<file path="src/hw/rtl/gwm_pkg.sv">
package gwm_pkg;

  // Command carried by every input item.
  typedef enum logic {
    CmdFilter = 1'b0,
    CmdName   = 1'b1
  } cmd_e;

  // Character codes that the matcher treats specially.
  localparam logic [7:0] CharNul   = 8'h00;
  localparam logic [7:0] CharSpace = 8'h20;
  localparam logic [7:0] CharStar  = 8'h2A;
  localparam logic [7:0] CharComma = 8'h2C;
  localparam logic [7:0] CharLt    = 8'h3C;
  localparam logic [7:0] CharGt    = 8'h3E;

  typedef struct packed {
    cmd_e       cmd;
    logic [7:0] ch;
    logic       last;
  } item_t;

  typedef struct packed {
    logic matched;
    logic overflow;
  } result_t;

endpackage

</file>
<file path="src/hw/rtl/gwm_if.sv">
interface gwm_item_if;
  import gwm_pkg::*;

  logic       valid;
  logic       ready;
  cmd_e       cmd;
  logic [7:0] ch;
  logic       last;

  modport source (output valid, output cmd, output ch, output last, input ready);
  modport sink   (input valid, input cmd, input ch, input last, output ready);
endinterface

interface gwm_result_if;
  logic valid;
  logic ready;
  logic matched;
  logic overflow;

  modport source (output valid, output matched, output overflow, input ready);
  modport sink   (input valid, input matched, input overflow, output ready);
endinterface

</file>
<file path="src/hw/rtl/generic_name_wildcard_match.sv">
// Wildcard matcher for generic type names. Items with cmd = filter load a
// pattern one character at a time (last closes it; the next filter item
// starts a new pattern), and items with cmd = name stream a type name, one
// character per item; the name item with last set yields one result item
// carrying matched and overflow, and no other item yields a result. Spaces
// and zero bytes are ignored in both strings. A '*' in the pattern skips one
// generic argument, and a ',' or '>' directly after '<' or ',' in the pattern
// also matches any argument. Up to MAX_FILTER pattern characters are kept,
// and argument nesting inside a skip is tracked to MAX_NESTING levels; going
// past either sets overflow and the result should not be trusted. The block
// takes one item per clock while the result register is free or being
// drained: an item enters an input register, is processed once the pipeline
// advances, against the pattern character that the filter store's
// registered read port already holds, and a name end lands in the result
// register. While one result waits, the input register can still take one
// more item, after which the input is held off. The pattern store needs no
// clearing after reset.
module generic_name_wildcard_match #(
  parameter int MAX_FILTER  = 64,
  parameter int MAX_NESTING = 15
) (
  input  logic         clk_i,
  input  logic         rst_ni,
  gwm_item_if.sink     item_i,
  gwm_result_if.source result_o
);
  import gwm_pkg::*;

  logic    advance;
  logic    in_fire;
  logic    go;
  logic    s1_valid_q, s1_valid_d;
  item_t   s1_item_q;
  logic    res_valid_q, res_valid_d;
  result_t res_q;
  result_t core_res;

  // The pipeline moves whenever the result register is free or being drained.
  assign advance      = !res_valid_q || result_o.ready;
  assign item_i.ready = advance || !s1_valid_q;
  assign in_fire      = item_i.valid && item_i.ready;
  assign go           = advance && s1_valid_q;

  always_comb begin
    s1_valid_d = s1_valid_q;
    if (in_fire) begin
      s1_valid_d = 1'b1;
    end else if (advance) begin
      s1_valid_d = 1'b0;
    end
    res_valid_d = res_valid_q;
    if (advance) begin
      res_valid_d = go && (s1_item_q.cmd == CmdName) && s1_item_q.last;
    end
  end

  always_ff @(posedge clk_i or negedge rst_ni) begin
    if (!rst_ni) begin
      s1_valid_q  <= 1'b0;
      res_valid_q <= 1'b0;
    end else begin
      s1_valid_q  <= s1_valid_d;
      res_valid_q <= res_valid_d;
    end
  end

  // Payload registers carry no reset.
  always_ff @(posedge clk_i) begin
    if (in_fire) begin
      s1_item_q.cmd  <= item_i.cmd;
      s1_item_q.ch   <= item_i.ch;
      s1_item_q.last <= item_i.last;
    end
    if (advance) begin
      res_q <= core_res;
    end
  end

  gwm_match_core #(
    .MAX_FILTER  (MAX_FILTER),
    .MAX_NESTING (MAX_NESTING)
  ) u_core (
    .clk_i    (clk_i),
    .rst_ni   (rst_ni),
    .go_i     (go),
    .item_i   (s1_item_q),
    .result_o (core_res)
  );

  assign result_o.valid    = res_valid_q;
  assign result_o.matched  = res_q.matched;
  assign result_o.overflow = res_q.overflow;

endmodule

</file>
<file path="src/hw/rtl/gwm_filter_store.sv">
module gwm_filter_store #(
  parameter int DEPTH = 64
) (
  input  logic                     clk_i,
  input  logic                     we_i,
  input  logic [$clog2(DEPTH)-1:0] waddr_i,
  input  logic [7:0]               wdata_i,
  input  logic [$clog2(DEPTH)-1:0] raddr_i,
  output logic [7:0]               rdata_o
);

  logic [7:0] mem [DEPTH];
  logic [7:0] rdata_q;

  // Registered read; a write to the address being read is forwarded.
  always_ff @(posedge clk_i) begin
    if (we_i) begin
      mem[waddr_i] <= wdata_i;
    end
    if (we_i && (waddr_i == raddr_i)) begin
      rdata_q <= wdata_i;
    end else begin
      rdata_q <= mem[raddr_i];
    end
  end

  assign rdata_o = rdata_q;

endmodule

</file>
<file path="src/hw/rtl/gwm_match_core.sv">
module gwm_match_core #(
  parameter int MAX_FILTER  = 64,
  parameter int MAX_NESTING = 15
) (
  input  logic            clk_i,
  input  logic            rst_ni,
  input  logic            go_i,
  input  gwm_pkg::item_t  item_i,
  output gwm_pkg::result_t result_o
);
  import gwm_pkg::*;

  localparam int LenW  = $clog2(MAX_FILTER + 1);
  localparam int AddrW = $clog2(MAX_FILTER);
  localparam int NestW = $clog2(MAX_NESTING + 1);
  localparam logic [LenW-1:0]  FilterMax = LenW'(MAX_FILTER);
  localparam logic [NestW-1:0] NestMax   = NestW'(MAX_NESTING);

  logic [LenW-1:0]  len_q, len_d, len_base;
  logic             complete_q, complete_d;
  logic             too_long_q, too_long_d;
  logic [LenW-1:0]  pos_q, pos_d;
  logic [7:0]       prev_q, prev_d;
  logic             skip_q, skip_d;
  logic [NestW-1:0] nest_q, nest_d;
  logic             match_q, match_d;
  logic             ovf_q, ovf_d;

  logic             we;
  logic [AddrW-1:0] waddr;
  logic [7:0]       fch;
  logic             usable;
  logic             do_cmp;
  logic             fin_match;

  // The read address follows the next filter position, so the character at
  // the current position is always waiting in the read register.
  gwm_filter_store #(
    .DEPTH (MAX_FILTER)
  ) u_store (
    .clk_i   (clk_i),
    .we_i    (we),
    .waddr_i (waddr),
    .wdata_i (item_i.ch),
    .raddr_i (pos_d[AddrW-1:0]),
    .rdata_o (fch)
  );

  assign usable = (item_i.ch != CharNul) && (item_i.ch != CharSpace);

  always_comb begin
    len_d      = len_q;
    complete_d = complete_q;
    too_long_d = too_long_q;
    pos_d      = pos_q;
    prev_d     = prev_q;
    skip_d     = skip_q;
    nest_d     = nest_q;
    match_d    = match_q;
    ovf_d      = ovf_q;
    len_base   = len_q;
    we         = 1'b0;
    waddr      = len_q[AddrW-1:0];
    do_cmp     = 1'b0;
    fin_match  = 1'b0;
    result_o   = '0;

    if (go_i) begin
      if (item_i.cmd == CmdFilter) begin
        // A filter item after a finished filter starts a new one.
        len_base   = complete_q ? '0 : len_q;
        too_long_d = complete_q ? 1'b0 : too_long_q;
        len_d      = len_base;
        if (usable) begin
          if (len_base < FilterMax) begin
            we    = 1'b1;
            waddr = len_base[AddrW-1:0];
            len_d = len_base + 1'b1;
          end else begin
            too_long_d = 1'b1;
          end
        end
        complete_d = item_i.last;
        pos_d      = '0;
        prev_d     = CharNul;
        skip_d     = 1'b0;
        nest_d     = '0;
        match_d    = 1'b1;
        ovf_d      = 1'b0;
      end else begin
        if (usable && match_q) begin
          if (skip_q) begin
            if ((item_i.ch == CharGt || item_i.ch == CharComma) && nest_q == '0) begin
              // The delimiter ends the skip and is compared again.
              skip_d = 1'b0;
              do_cmp = 1'b1;
            end else if (item_i.ch == CharLt) begin
              if (nest_q >= NestMax) begin
                ovf_d = 1'b1;
              end else begin
                nest_d = nest_q + 1'b1;
              end
            end else if (item_i.ch == CharGt) begin
              nest_d = nest_q - 1'b1;
            end
          end else begin
            do_cmp = 1'b1;
          end
        end

        if (do_cmp) begin
          if (pos_q >= len_q) begin
            match_d = 1'b0;
          end else if (item_i.ch == fch) begin
            pos_d  = pos_q + 1'b1;
            prev_d = fch;
          end else if (fch == CharStar) begin
            skip_d = 1'b1;
            nest_d = '0;
            pos_d  = pos_q + 1'b1;
            prev_d = fch;
          end else if ((fch == CharComma || fch == CharGt) &&
                       (prev_q == CharLt || prev_q == CharComma)) begin
            // Empty-argument wildcard: skip, but keep the filter position.
            skip_d = 1'b1;
            nest_d = '0;
            prev_d = fch;
          end else begin
            match_d = 1'b0;
          end
        end

        if (item_i.last) begin
          // An argument still open at the end of the name fails the match.
          fin_match         = match_d && !(skip_d && nest_d != '0);
          result_o.matched  = fin_match && (pos_d >= len_q);
          result_o.overflow = too_long_q || ovf_d;
          pos_d   = '0;
          prev_d  = CharNul;
          skip_d  = 1'b0;
          nest_d  = '0;
          match_d = 1'b1;
          ovf_d   = 1'b0;
        end
      end
    end
  end

  always_ff @(posedge clk_i or negedge rst_ni) begin
    if (!rst_ni) begin
      len_q      <= '0;
      complete_q <= 1'b0;
      too_long_q <= 1'b0;
      pos_q      <= '0;
      prev_q     <= CharNul;
      skip_q     <= 1'b0;
      nest_q     <= '0;
      match_q    <= 1'b1;
      ovf_q      <= 1'b0;
    end else begin
      len_q      <= len_d;
      complete_q <= complete_d;
      too_long_q <= too_long_d;
      pos_q      <= pos_d;
      prev_q     <= prev_d;
      skip_q     <= skip_d;
      nest_q     <= nest_d;
      match_q    <= match_d;
      ovf_q      <= ovf_d;
    end
  end

endmodule

</file>
<file path="src/flat_wrapper.sv">
// flat-port wrapper written by rule: the top's interface ports become plain ports
module generic_name_wildcard_match_flat import gwm_pkg::*;
#(
  parameter int MAX_FILTER  = 64,
  parameter int MAX_NESTING = 15
)
  (clk_i, rst_ni, item_i_valid, item_i_cmd, item_i_ch, item_i_last, item_i_ready, result_o_valid, result_o_matched, result_o_overflow, result_o_ready);
  gwm_item_if item_i_i ();
  gwm_result_if result_o_i ();
  input  logic clk_i;
  input  logic rst_ni;
  input wire logic [$bits(item_i_i.valid)-1:0] item_i_valid;
  input wire logic [$bits(item_i_i.cmd)-1:0] item_i_cmd;
  input wire logic [$bits(item_i_i.ch)-1:0] item_i_ch;
  input wire logic [$bits(item_i_i.last)-1:0] item_i_last;
  output wire logic [$bits(item_i_i.ready)-1:0] item_i_ready;
  output wire logic [$bits(result_o_i.valid)-1:0] result_o_valid;
  output wire logic [$bits(result_o_i.matched)-1:0] result_o_matched;
  output wire logic [$bits(result_o_i.overflow)-1:0] result_o_overflow;
  input wire logic [$bits(result_o_i.ready)-1:0] result_o_ready;
  assign item_i_i.valid = item_i_valid;
  assign item_i_i.cmd = item_i_cmd;
  assign item_i_i.ch = item_i_ch;
  assign item_i_i.last = item_i_last;
  assign item_i_ready = item_i_i.ready;
  assign result_o_valid = result_o_i.valid;
  assign result_o_matched = result_o_i.matched;
  assign result_o_overflow = result_o_i.overflow;
  assign result_o_i.ready = result_o_ready;
  generic_name_wildcard_match #(.MAX_FILTER(MAX_FILTER), .MAX_NESTING(MAX_NESTING)) u_core (.clk_i(clk_i), .rst_ni(rst_ni), .item_i(item_i_i), .result_o(result_o_i));
endmodule
</file>
<file path="config.mk">
export PLATFORM = sky130hd
export DESIGN_NAME = generic_name_wildcard_match_flat
export DESIGN_NICKNAME = d
export VERILOG_FILES = /design/src/hw/rtl/gwm_pkg.sv /design/src/hw/rtl/gwm_if.sv /design/src/hw/rtl/generic_name_wildcard_match.sv /design/src/hw/rtl/gwm_filter_store.sv /design/src/hw/rtl/gwm_match_core.sv /design/src/flat_wrapper.sv
export SDC_FILE = /design/constraint.sdc
export NUM_CORES = 1
export LEC_CHECK = 0
export BUFFER_PORTS_ARGS = -buffer_cell sky130_fd_sc_hd__clkbuf_2
export CORE_ASPECT_RATIO = 0.9
export CORE_MARGIN = 10
export CORE_UTILIZATION = 50
export CTS_CLUSTER_DIAMETER = 40
export CTS_CLUSTER_SIZE = 20
export DETAILED_ROUTE_END_ITERATION = 10
export MAX_ROUTING_LAYER = met4
export PLACE_DENSITY = 0.63
export SETUP_SLACK_MARGIN = 0.2
export SYNTH_ARGS = -nofsm -noshare
export SYNTH_HDL_FRONTEND = slang
export SYNTH_SLANG_ARGS = --single-unit
</file>
<file path="constraint.sdc">
create_clock -name clk_i -period 5.2 [get_ports clk_i]
set_input_delay 0.26 -clock clk_i [delete_from_list [all_inputs] [get_ports clk_i]]
set_output_delay 0.26 -clock clk_i [all_outputs]
set_load 0.05 [all_outputs]
</file>
==> impl_results.md, run 1 <==
* Setup ws final at 325 ps
* Via count at 13300
* Top cells by count, synth: edfxtp_1, mux4_2, nor2_1, mux2i_1, nand2_1
* Worst R2R Path Depth at 20
* Reg area at 0.0167 mm^2
* Final HPWL DP at 39300 um
* GRT Total Usage at 0.228
* Yosys top cell by area: edfxtp_1
* Core region area at 0.0456 mm^2
* Yosys top cell area share at 0.678
* Final wirelength at 61900 um
* Footprint of the multi-input gates at 0.00630 mm^2
* Static leakage at 0.00912 uW
* Slew Limit Fails at 0
* Final ANT Viol Nets at 0
* Synth Warn # at 0
* Row Count at 74
* Hold/Removal Path Class: input pin to register
* Total power at 10600 uW
* Yosys reg bits at 562
* Buf/Inv on CP at 2
* Setup Viol. Count Final at 0
* Post-Syn Area at 0.0232 mm^2
* Cells after Synth at 1294
* Clock Path Buffers at 3
* Gr ovfl total at 0
* CP arrival at 5210 ps
* PD cells at 381 mW/mm^2
* Status: finished, final reports clean
* CP endpoint kind: register
* Max-cap viol count at 0
* Starting density of the core at 0.509
* Cell family with most CP delay: compound AO/OA/AOI/OAI gates
* Area contributors post-synth: edfxtp_1, mux4_2, dfrtp_1
* Crit path largest cell delay at 540 ps
* RePlAce Congestion at 0.890
* Critical Path Start Type: register
* Crit path depth at 20
* Die Area at 0.0555 mm^2
* Vias in the first global route at 13000
* Critical Path Fanout Max at 5
* CTS Sinks at 562
* Drt initial violations at 1661
* Hold Startpoint: result_o_ready
* Data required, critical path at 5530 ps
* Number of synthesized flops with an enable pin at 524
* Slowest CP cell: or4b_4
* FFs w/ async S/R, synth at 0.0569
* Max Fclk at 0.205 GHz
* Max_slew headroom at 0.121
* R2R setup slack at 330 ps
* Area growth from synthesis to layout at 20.0%
* TritonCTS clock tree: built
* Initial antenna violation count at 1
* Vias per Instance at 6.21
* Fillers at 3277
* Setup total negative slack at 0 ps
* Inst Count DP at 1949
* VDD IR max at 0.000346 V
* Worst slew pin tran at 1320 ps
* Die width at 247 um
* Number of remaining DRC errors at 0
* Syn avg cell area at 17.9 um^2
* Nets at 1505
* First-pass iteration count of the detailed router at 5
* Count leader, synth: edfxtp_1
* Sequential element share of the synthesized area at 0.717
* Hold Path Stages at 3
* I/O pins at 18
* Cell Area, Placed at 0.0245 mm^2
* Root Buffer: clkbuf_16
* Global-route wire length before repair at 88800 um
* Pre-CTS WS at -6.58 ps
* CTS H-tree depth at 3
* Finished Cell Area at 0.0279 mm^2
* Most frequent CP cell: a21o_1
* RSZ-0062 raised after global routing: no
* Total CTS buffers at 73
* Most used DFF post-synth: edfxtp_1
* Critical path class: register to register
* Final Critical Period at 4870 ps
* Net Count, Synth at 1327
* Layout cells sized above 1 at 0.291
* Clock skew at 22.1 ps
* # diodes at 0
* Hold worst-path end: u_core.result_o.valid
* Die H at 224 um
* Clock Latency Late Sink at 610 ps
* Synth cell types at 77
* Largest net degree at the start of global routing at 65
* Final Hold Viols at 0
* Input/output buffers at 17
* CP Cell Sequence: buf_8 -> clkbuf_16 -> mux4_2 -> a22oi_1 -> a211o_1 -> nand4_1 -> nor3_2 -> o2111ai_2 -> or4b_4 -> a21oi_4 -> mux2_4 -> ha_4 -> a21o_1 -> a21o_1 -> a21oi_1 -> nor2b_1 -> o21ai_1 -> nand2b_1 -> a21oi_2 -> a2111oi_2
* Final non-filler cell total at 2138
* R2R Path End: u_core.result_o.matched
* DR WL/cell at 28.9 um
* Clock slew at reported path FFs at 60 ps
* Tcrit/Tclk final at 0.937
==> layer usage <==
layer  routed length (um)  GRT usage
met1                26200      0.322
met2                28400      0.327
met3                 6010     0.0556
met4                 1280     0.0613
met5                    0          -
==> final cells by class <==
cell class / count / area share
clock buffer: 80 / 0.0680
clock inverter: 53 / 0.0197
inverter: 18 / 0.00242
multi-input combinational: 650 / 0.226
sequential: 562 / 0.598
tap: 608 / 0.0273
timing repair buffer: 167 / 0.0585
==> stage by stage <==
step,hold WS [ps],util
6_report,57.1,0.611
5_1_grt,91.0,0.611
4_1_cts,32.3,0.598
3_5_place_dp,432,0.538
3_3_place_gp,438,0.538
2_1_floorplan,-35.6,-
==> sequential cells by signal, summed over array words and instances (netlist names), 4 cells and up, named ones only <==
register	cells
u_core.u_core.u_store.mem	512
u_core.s1_item_q	10
u_core.u_core.len_q	7
u_core.u_core.pos_q	7
u_core.u_core.prev_q	7
u_core.u_core.nest_q	4
==> worst max-delay path by stage <==
stage / to / slack (ps)
final: u_core.result_o.matched / 330
after global routing: u_core.result_o.matched / 160
after CTS: u_core.result_o.matched / 200
after detailed placement: u_core.result_o.matched / -7
after global placement: u_core.result_o.matched / 40
after floorplan: u_core.result_o.matched / 560
==> where the power goes <==
group | total, uW | switching (uW) | internal (uW)
clock network | 5010 | 2110 | 2900
logic | 550 | 370 | 180
registers | 5070 | 61.7 | 5010
==> worst reg2reg max path, delay by kind of cell (launching register included) <==
kind	cells	cell delay, ps
and+or+nand+nor	5	1050
AOI/OAI and AO/OA	10	1780
buffers and inverters	2	320
muxes	2	870
DFF	1	390
adders and majority gates	1	210
==> what timing repair did <==
| action | in CTS | in global routing |
|---|---|---|
| hold endpoints to repair | 42 | 0 |
| resized for setup | 7 | 45 |
| cloned | 2 | 4 |
| hold buffers | 13 | 0 |
| buffers inserted | 8 | 29 |
| pin swaps | 1 | 21 |
| endpoints found under the setup margin | 1 | 1 |
==> cell families (layout without fill, tap and decap cells) <==
kind of cell             count (synthesis)  in the layout  share of synthesized area
flip-flops                             562            562                      0.717
AND/OR/NAND/NOR                        288            288                     0.0618
multiplexers                           175            175                      0.135
AO/OA/AOI/OAI                          153            153                     0.0489
buffers and inverters                   82            318                     0.0209
adder cells (fa/ha/maj)                 19             19                     0.0102
XOR/XNOR                                15             15                    0.00566
==> placed cells by master, fill, tap and decap left out, types with 12 or more instances in the layout <==
cell and count:
clkbuf_2 17, nand3_1 32, nand2_1 51, clkbuf_16 79
nand4_1 13, and2_1 12, o21ai_0 14, mux2i_1 55
buf_12 18, and3_1 14, a21oi_1 17, dfrtp_1 31
dlygate4sd3_1 13, nor2_1 95, a22oi_1 26, inv_6 15
inv_1 16, ha_1 18, buf_4 107, mux4_2 110
edfxtp_1 524, nor2b_1 13
No activity file was read; power rests on OpenSTA's default activity.
==> run 2, diff against run 1 <==
--- a/config.mk
+++ b/config.mk
@@ -5,15 +5,16 @@
 export SDC_FILE = /design/constraint.sdc
 export NUM_CORES = 1
 export LEC_CHECK = 0
+export ABC_AREA = 1
 export BUFFER_PORTS_ARGS = -buffer_cell sky130_fd_sc_hd__clkbuf_2
 export CORE_ASPECT_RATIO = 0.9
 export CORE_MARGIN = 10
-export CORE_UTILIZATION = 50
+export CORE_UTILIZATION = 55
 export CTS_CLUSTER_DIAMETER = 40
 export CTS_CLUSTER_SIZE = 20
 export DETAILED_ROUTE_END_ITERATION = 10
 export MAX_ROUTING_LAYER = met4
-export PLACE_DENSITY = 0.63
+export PLACE_DENSITY = 0.69
 export SETUP_SLACK_MARGIN = 0.2
 export SYNTH_ARGS = -nofsm -noshare
 export SYNTH_HDL_FRONTEND = slang
==> run 2 against run 1 <==
  * Die area is 4.9% lower
  * Sequential cell count stayed put
  * Register-to-register slack better by 190 ps
  * Synthesized cell count is 70% higher
  * Largest cell class unchanged
  * Final area is 2.9% lower
  * Critical endpoint unchanged
  * Non-clock buffer count is 96 lower
==> impl_results.md, run 2 <==
* Hold worst-path end: u_core.result_o.valid
* Die H at 219 um
* Internal Pwr Total at 7960 uW
* CTS H-tree depth at 3
* Most frequent cells in the layout: nand2_1, edfxtp_1, nand3_1
* CP arrival at 5030 ps
* Net Count, Synth at 2237
* Setup total negative slack at 0 ps
* Net Sw Frac at 0.234
* Hold Startpoint: result_o_ready
* Yosys reg bits at 562
* DR WL/cell at 21.2 um
* Slew Limit Fails at 0
* Largest registers: u_core.u_core.u_store.mem x512, u_core.s1_item_q x10
* Total CTS buffers at 67
* Layout cells sized above 1 at 0.0853
* Sequential element share of the synthesized area at 0.689
* Sw Pwr at 2430 uW
* Final Critical Period at 4690 ps
* First-pass iteration count of the detailed router at 6
* Row Count at 72
* Final wirelength at 60300 um
* Nets at 2263
* Data required, critical path at 5540 ps
* CP endpoint kind: register
* Via count at 16400
* I/O pins at 18
* Global-route wire length before repair at 93900 um
* Static leakage at 0.0101 uW
* Post-Syn Area at 0.0242 mm^2
* Total power at 10400 uW
* Vias per Instance at 5.79
* Top cells by count, synth: nand2_1, edfxtp_1, nand3_1, nor2_1, inv_1
* RSZ-0062 raised after global routing: no
* Vias in the first global route at 15800
* Power share of the clock group at 0.465
* Syn avg cell area at 11.0 um^2
* Input/output buffers at 17
* Seq pwr share at 0.486
* Synth Warn # at 0
* Post-CTS setup buffer count at 0
* Final ANT Viol Nets at 0
* Final Hold Viols at 0
* Biggest register: u_core.u_core.u_store.mem
* Final non-filler cell total at 2840
* Initial antenna violation count at 0
* Drt initial violations at 1941
* Clock slew at reported path FFs at 70 ps
* Max Fclk at 0.213 GHz
* Hold/Removal Path Class: input pin to register
* Die width at 241 um
* Critical path class: register to register
* Number of remaining DRC errors at 0
* Die Area at 0.0528 mm^2
* TritonCTS clock tree: built
* Area contributors post-synth: edfxtp_1, nand2_1, nand3_1
* Clock skew at 30.1 ps
* Setup Viol. Count Final at 0
* Critical Path Start Type: register
* Status: finished, final reports clean
* Core region area at 0.0432 mm^2
* Cells after Synth at 2204
* Worst slew pin tran at 1120 ps
* Final HPWL DP at 35900 um
* R2R Path End: u_core.result_o.matched
* Inst Count DP at 2703
* Area growth from synthesis to layout at 11.9%
* RePlAce Congestion at 0.973
* FFs w/ async S/R, synth at 0.0569
* Most common cell after layout, fill and taps aside: nand2_1
* Gr ovfl total at 0
* Most used DFF post-synth: edfxtp_1
* Critical Path Fanout Max at 39
* Yosys top cell area share at 0.650
* Fillers at 3424
* Clock Latency Late Sink at 610 ps
* Starting density of the core at 0.559
* CTS Sinks at 562
* Max_slew headroom at 0.252
* Most frequent CP cell: nand2_1
* Clock Path Buffers at 3
* Crit path largest cell delay at 550 ps
* Worst R2R Path Depth at 28
* R2R setup slack at 510 ps
* VDD IR max at 0.000370 V
* PD cells at 384 mW/mm^2
* Count leader, synth: nand2_1
* Hold Path Stages at 4
* Tcrit/Tclk final at 0.902
* Max reg flops at 512
* Synth cell types at 42
* Max-cap viol count at 0
* # diodes at 0
* Number of synthesized flops with an enable pin at 524
* Root Buffer: clkbuf_16
* Yosys top cell by area: edfxtp_1
* GRT Total Usage at 0.239
* Slowest CP cell: dfxtp_4
* Comb pwr share at 0.049
* Largest net degree at the start of global routing at 79
[run 2: cell types whose count changed in the layout (fill, tap and decap cells not counted), moves of 13 or more]
cell / previous run / this run
nand2_1: 51 / 753
and3_1: 14 / 0
buf_4: 107 / 36
a22oi_1: 26 / 0
mux2i_1: 55 / 0
buf_12: 18 / 5
nor2b_1: 13 / 0
mux4_2: 110 / 0
nand3_1: 32 / 472
inv_1: 16 / 75
[run 2: worst max-delay path: cells and delay by family (launching register included)]
family          cells  cell delay, ps
simple gates       17            1870
compound gates      8            1150
buf+inv             2             570
flops               1             550
fa+ha+maj           1             260
[run 2: cell families after synthesis]
kind of cell | Yosys count | share of synthesized area
AND/OR/NAND/NOR | 1366 | 0.242
buffers and inverters | 193 | 0.0432
AO/OA/AOI/OAI | 54 | 0.0126
flip-flops | 562 | 0.689
adder cells (fa/ha/maj) | 19 | 0.00983
XOR/XNOR | 10 | 0.00362
[run 2: worst max-delay path by stage]
stage / endpoint / from / depth (start not counted) / slack [ps]
floorplan: u_core.result_o.matched / u_core.s1_item_q[4] / 23 / 970
finish: u_core.result_o.matched / register / 28 / 510
CTS: u_core.result_o.matched / register / 24 / 580
detailed placement: u_core.result_o.matched / register / 29 / 600
global route: u_core.result_o.matched / register / 29 / 240
global placement: u_core.result_o.matched / register / 29 / 620
[run 2: cell type report]
type	instances	area, um^2	share of cell area
Clock buffer	74	1750	0.0645
Clock inverter	50	587	0.0217
Inverter	79	304	0.0112
Multi-Input combinational cell	1449	6490	0.240
Sequential cell	562	16700	0.616
Tap cell	555	694	0.0257
Timing Repair Buffer	71	586	0.0216
[run 2: stage by stage]
stage | setup WS (ps) | util | hold slack [ps] | cell area [um^2]
final | 511 | 0.626 | 46.4 | 27100
after global routing | 239 | 0.626 | 61.8 | 27100
after CTS | 578 | 0.626 | 18.8 | 27100
after detailed placement | 601 | 0.569 | 431 | 24600
after global placement | 623 | 0.569 | 414 | 24600
after floorplan | 966 | - | -35.6 | 24200
[run 2: routing by layer]
layer | wire [um] | share of wire | vias up | track usage
met5 | 0 | 0 | - | -
met4 | 1490 | 0.025 | 0 | 0.0693
met3 | 5670 | 0.094 | 114 | 0.0516
met2 | 27500 | 0.46 | 766 | 0.353
met1 | 25600 | 0.42 | 7877 | 0.329
li1 | - | - | 7691 | -
[run 2: what timing repair did]
action	4_1_cts	5_1_grt
gates resized for setup	0	0
hold buffers	13	0
endpoints found under the hold margin	42	0
[run 2: power groups by stage]
| stage | Combinational, uW | Clock [uW] | Sequential (uW) |
|---|---|---|---|
| final | 506 | 4840 | 5050 |
| after global routing | 559 | 5100 | 5050 |
| after CTS | 501 | 4890 | 5050 |
| after detailed placement | 492 | 0 | 5140 |
| after global placement | 485 | 0 | 5140 |
| after floorplan | 279 | 0 | 5170 |
==> run 3, diff against run 2 <==
--- a/config.mk
+++ b/config.mk
@@ -7,7 +7,7 @@
 export LEC_CHECK = 0
 export ABC_AREA = 1
 export BUFFER_PORTS_ARGS = -buffer_cell sky130_fd_sc_hd__clkbuf_2
-export CORE_ASPECT_RATIO = 0.9
+export CORE_ASPECT_RATIO = 1.5
 export CORE_MARGIN = 10
 export CORE_UTILIZATION = 55
 export CTS_CLUSTER_DIAMETER = 40
==> run 3 against run 2 <==
  * Sequential power hardly changed
  * Highest routed layer unchanged
  * Die area is 0.30% higher
  * Power is 12% lower
==> impl_results.md, run 3 (synthesized netlist as in run 2, its figures left out) <==
* Final Hold Viols at 0
* Setup ws final at 528 ps
* Vias per Instance at 5.81
* Crit path largest cell delay at 530 ps
* Total power at 9100 uW
* Core region area at 0.0436 mm^2
* Global-route wire length before repair at 93100 um
* Status: finished, final reports clean
* Biggest register: u_core.u_core.u_store.mem
* Worst slew pin tran at 1080 ps
* DR WL/cell at 21.7 um
* Die H at 277 um
* Max-cap viol count at 0
* Clock skew at 25.6 ps
* Largest registers: u_core.u_core.u_store.mem x512, u_core.s1_item_q x10
* Clock Latency Late Sink at 580 ps
* CP arrival at 4990 ps
* Pre-CTS WS at 523 ps
* Hold slack at 10.7 ps
* Gr ovfl total at 0
* Comb pwr share at 0.055
* First-pass iteration count of the detailed router at 6
* Cell family with most CP delay: simple AND/OR/NAND/NOR gates
* Worst R2R Path Depth at 28
* Sw Pwr at 2170 uW
* Hold Startpoint: result_o_ready
* Total CTS buffers at 47
* # diodes at 0
* CTS H-tree depth at 2
* R2R Path End: u_core.result_o.matched
* Data required, critical path at 5520 ps
* RSZ-0062 raised after global routing: no
* Layout cells sized above 1 at 0.0709
* Setup total negative slack at 0 ps
* Critical path class: register to register
* Max_slew headroom at 0.275
* TritonCTS clock tree: built
* Input/output buffers at 17
* Internal Pwr Total at 6940 uW
* Net Sw Frac at 0.238
* Number of remaining DRC errors at 0
* Initial antenna violation count at 0
* Critical Path Start Type: register
* Slowest CP cell: dfxtp_4
* Final HPWL DP at 37200 um
* Clock Path Buffers at 3
* Tcrit/Tclk final at 0.898
* Hold/Removal Path Class: input pin to register
* Row Count at 94
* Hold worst-path end: u_core.s1_valid_q
* Final Critical Period at 4670 ps
* Final ANT Viol Nets at 0
* CTS Sinks at 562
* Die width at 191 um
* R2R setup slack at 530 ps
* Root Buffer: clkbuf_16
* Critical Path Fanout Max at 128
* Buf/Inv on CP at 3
* Area growth from synthesis to layout at 9.14%
* GRT Total Usage at 0.233
* Power share of the clock group at 0.391
* Final wirelength at 61200 um
* Drt initial violations at 1658
* Die Area at 0.0529 mm^2
* CP endpoint kind: register
* Setup Viol. Count Final at 0
* Max Fclk at 0.214 GHz
* VDD IR max at 0.000323 V
* RePlAce Congestion at 0.898
* Finished Core Util at 0.605
* Via count at 16400
* Hold Path Stages at 4
* Slew Limit Fails at 0
* Max reg flops at 512
* Nets at 2238
* I/O pins at 18
* PD cells at 345 mW/mm^2
* Clock slew at reported path FFs at 70 ps
* Seq pwr share at 0.554
* Most frequent cells in the layout: nand2_1, edfxtp_1, nand3_1
* Vias in the first global route at 15700
* Fillers at 3466
* Starting density of the core at 0.554
* Most common cell after layout, fill and taps aside: nand2_1
* Largest net degree at the start of global routing at 142
* Static leakage at 0.00975 uW
[run 3: how the worst max path moves through the flow]
stage / from / end / slack [ps] / cells past startpoint
4_1_cts: register / u_core.result_o.matched / 490 / 24
2_1_floorplan: u_core.s1_item_q[4] / u_core.result_o.matched / 970 / 23
3_5_place_dp: register / u_core.result_o.matched / 520 / 24
3_3_place_gp: register / u_core.result_o.matched / 480 / 24
6_report: register / u_core.result_o.matched / 530 / 28
5_1_grt: register / u_core.result_o.matched / 210 / 28
[run 3: per-stage QoR]
stage	instances	area, um^2
final	2818	26400
after global routing	2818	26400
after global placement	2717	24600
after CTS	2815	26300
after floorplan	2204	24200
after detailed placement	2717	24600
[run 3: per-layer routing]
metal  up-vias  share of wire  wire length (um)  GRT usage
li1       7616              -                 -          -
met1      7986           0.38             23100      0.283
met2       620           0.52             31700      0.386
met3       142          0.061              3730     0.0270
met4         0          0.043              2640      0.102
met5         -              0                 0          -
[run 3: tightest hold or removal path, stage by stage]
cell      delay (ps)
clkbuf_2          70
inv_1             40
nand3_1          100
nand2_1           60
[run 3: final cells by class]
type	count	area [um^2]	area share
well taps	576	721	0.0273
clock buffers	49	1180	0.0448
repair buffers	66	663	0.0251
flip-flops and latches	562	16700	0.631
multi-input cells	1449	6490	0.246
clock inverters	37	374	0.0142
inverters	79	307	0.0116
[run 3: power groups by stage]
stage / Sequential [uW] / Clock (uW) / Combinational (uW)
2_1_floorplan: 5170 / 0 / 279
3_3_place_gp: 5150 / 0 / 481
3_5_place_dp: 5150 / 0 / 488
4_1_cts: 5050 / 3600 / 498
5_1_grt: 5050 / 3770 / 553
6_report: 5050 / 3560 / 498
[run 3: timing repair]
item,CTS,global route
hold endpoints to repair,42,0
setup endpoints to repair,0,1
gates resized for setup,0,8
hold buffers,12,0
buffers inserted,0,1
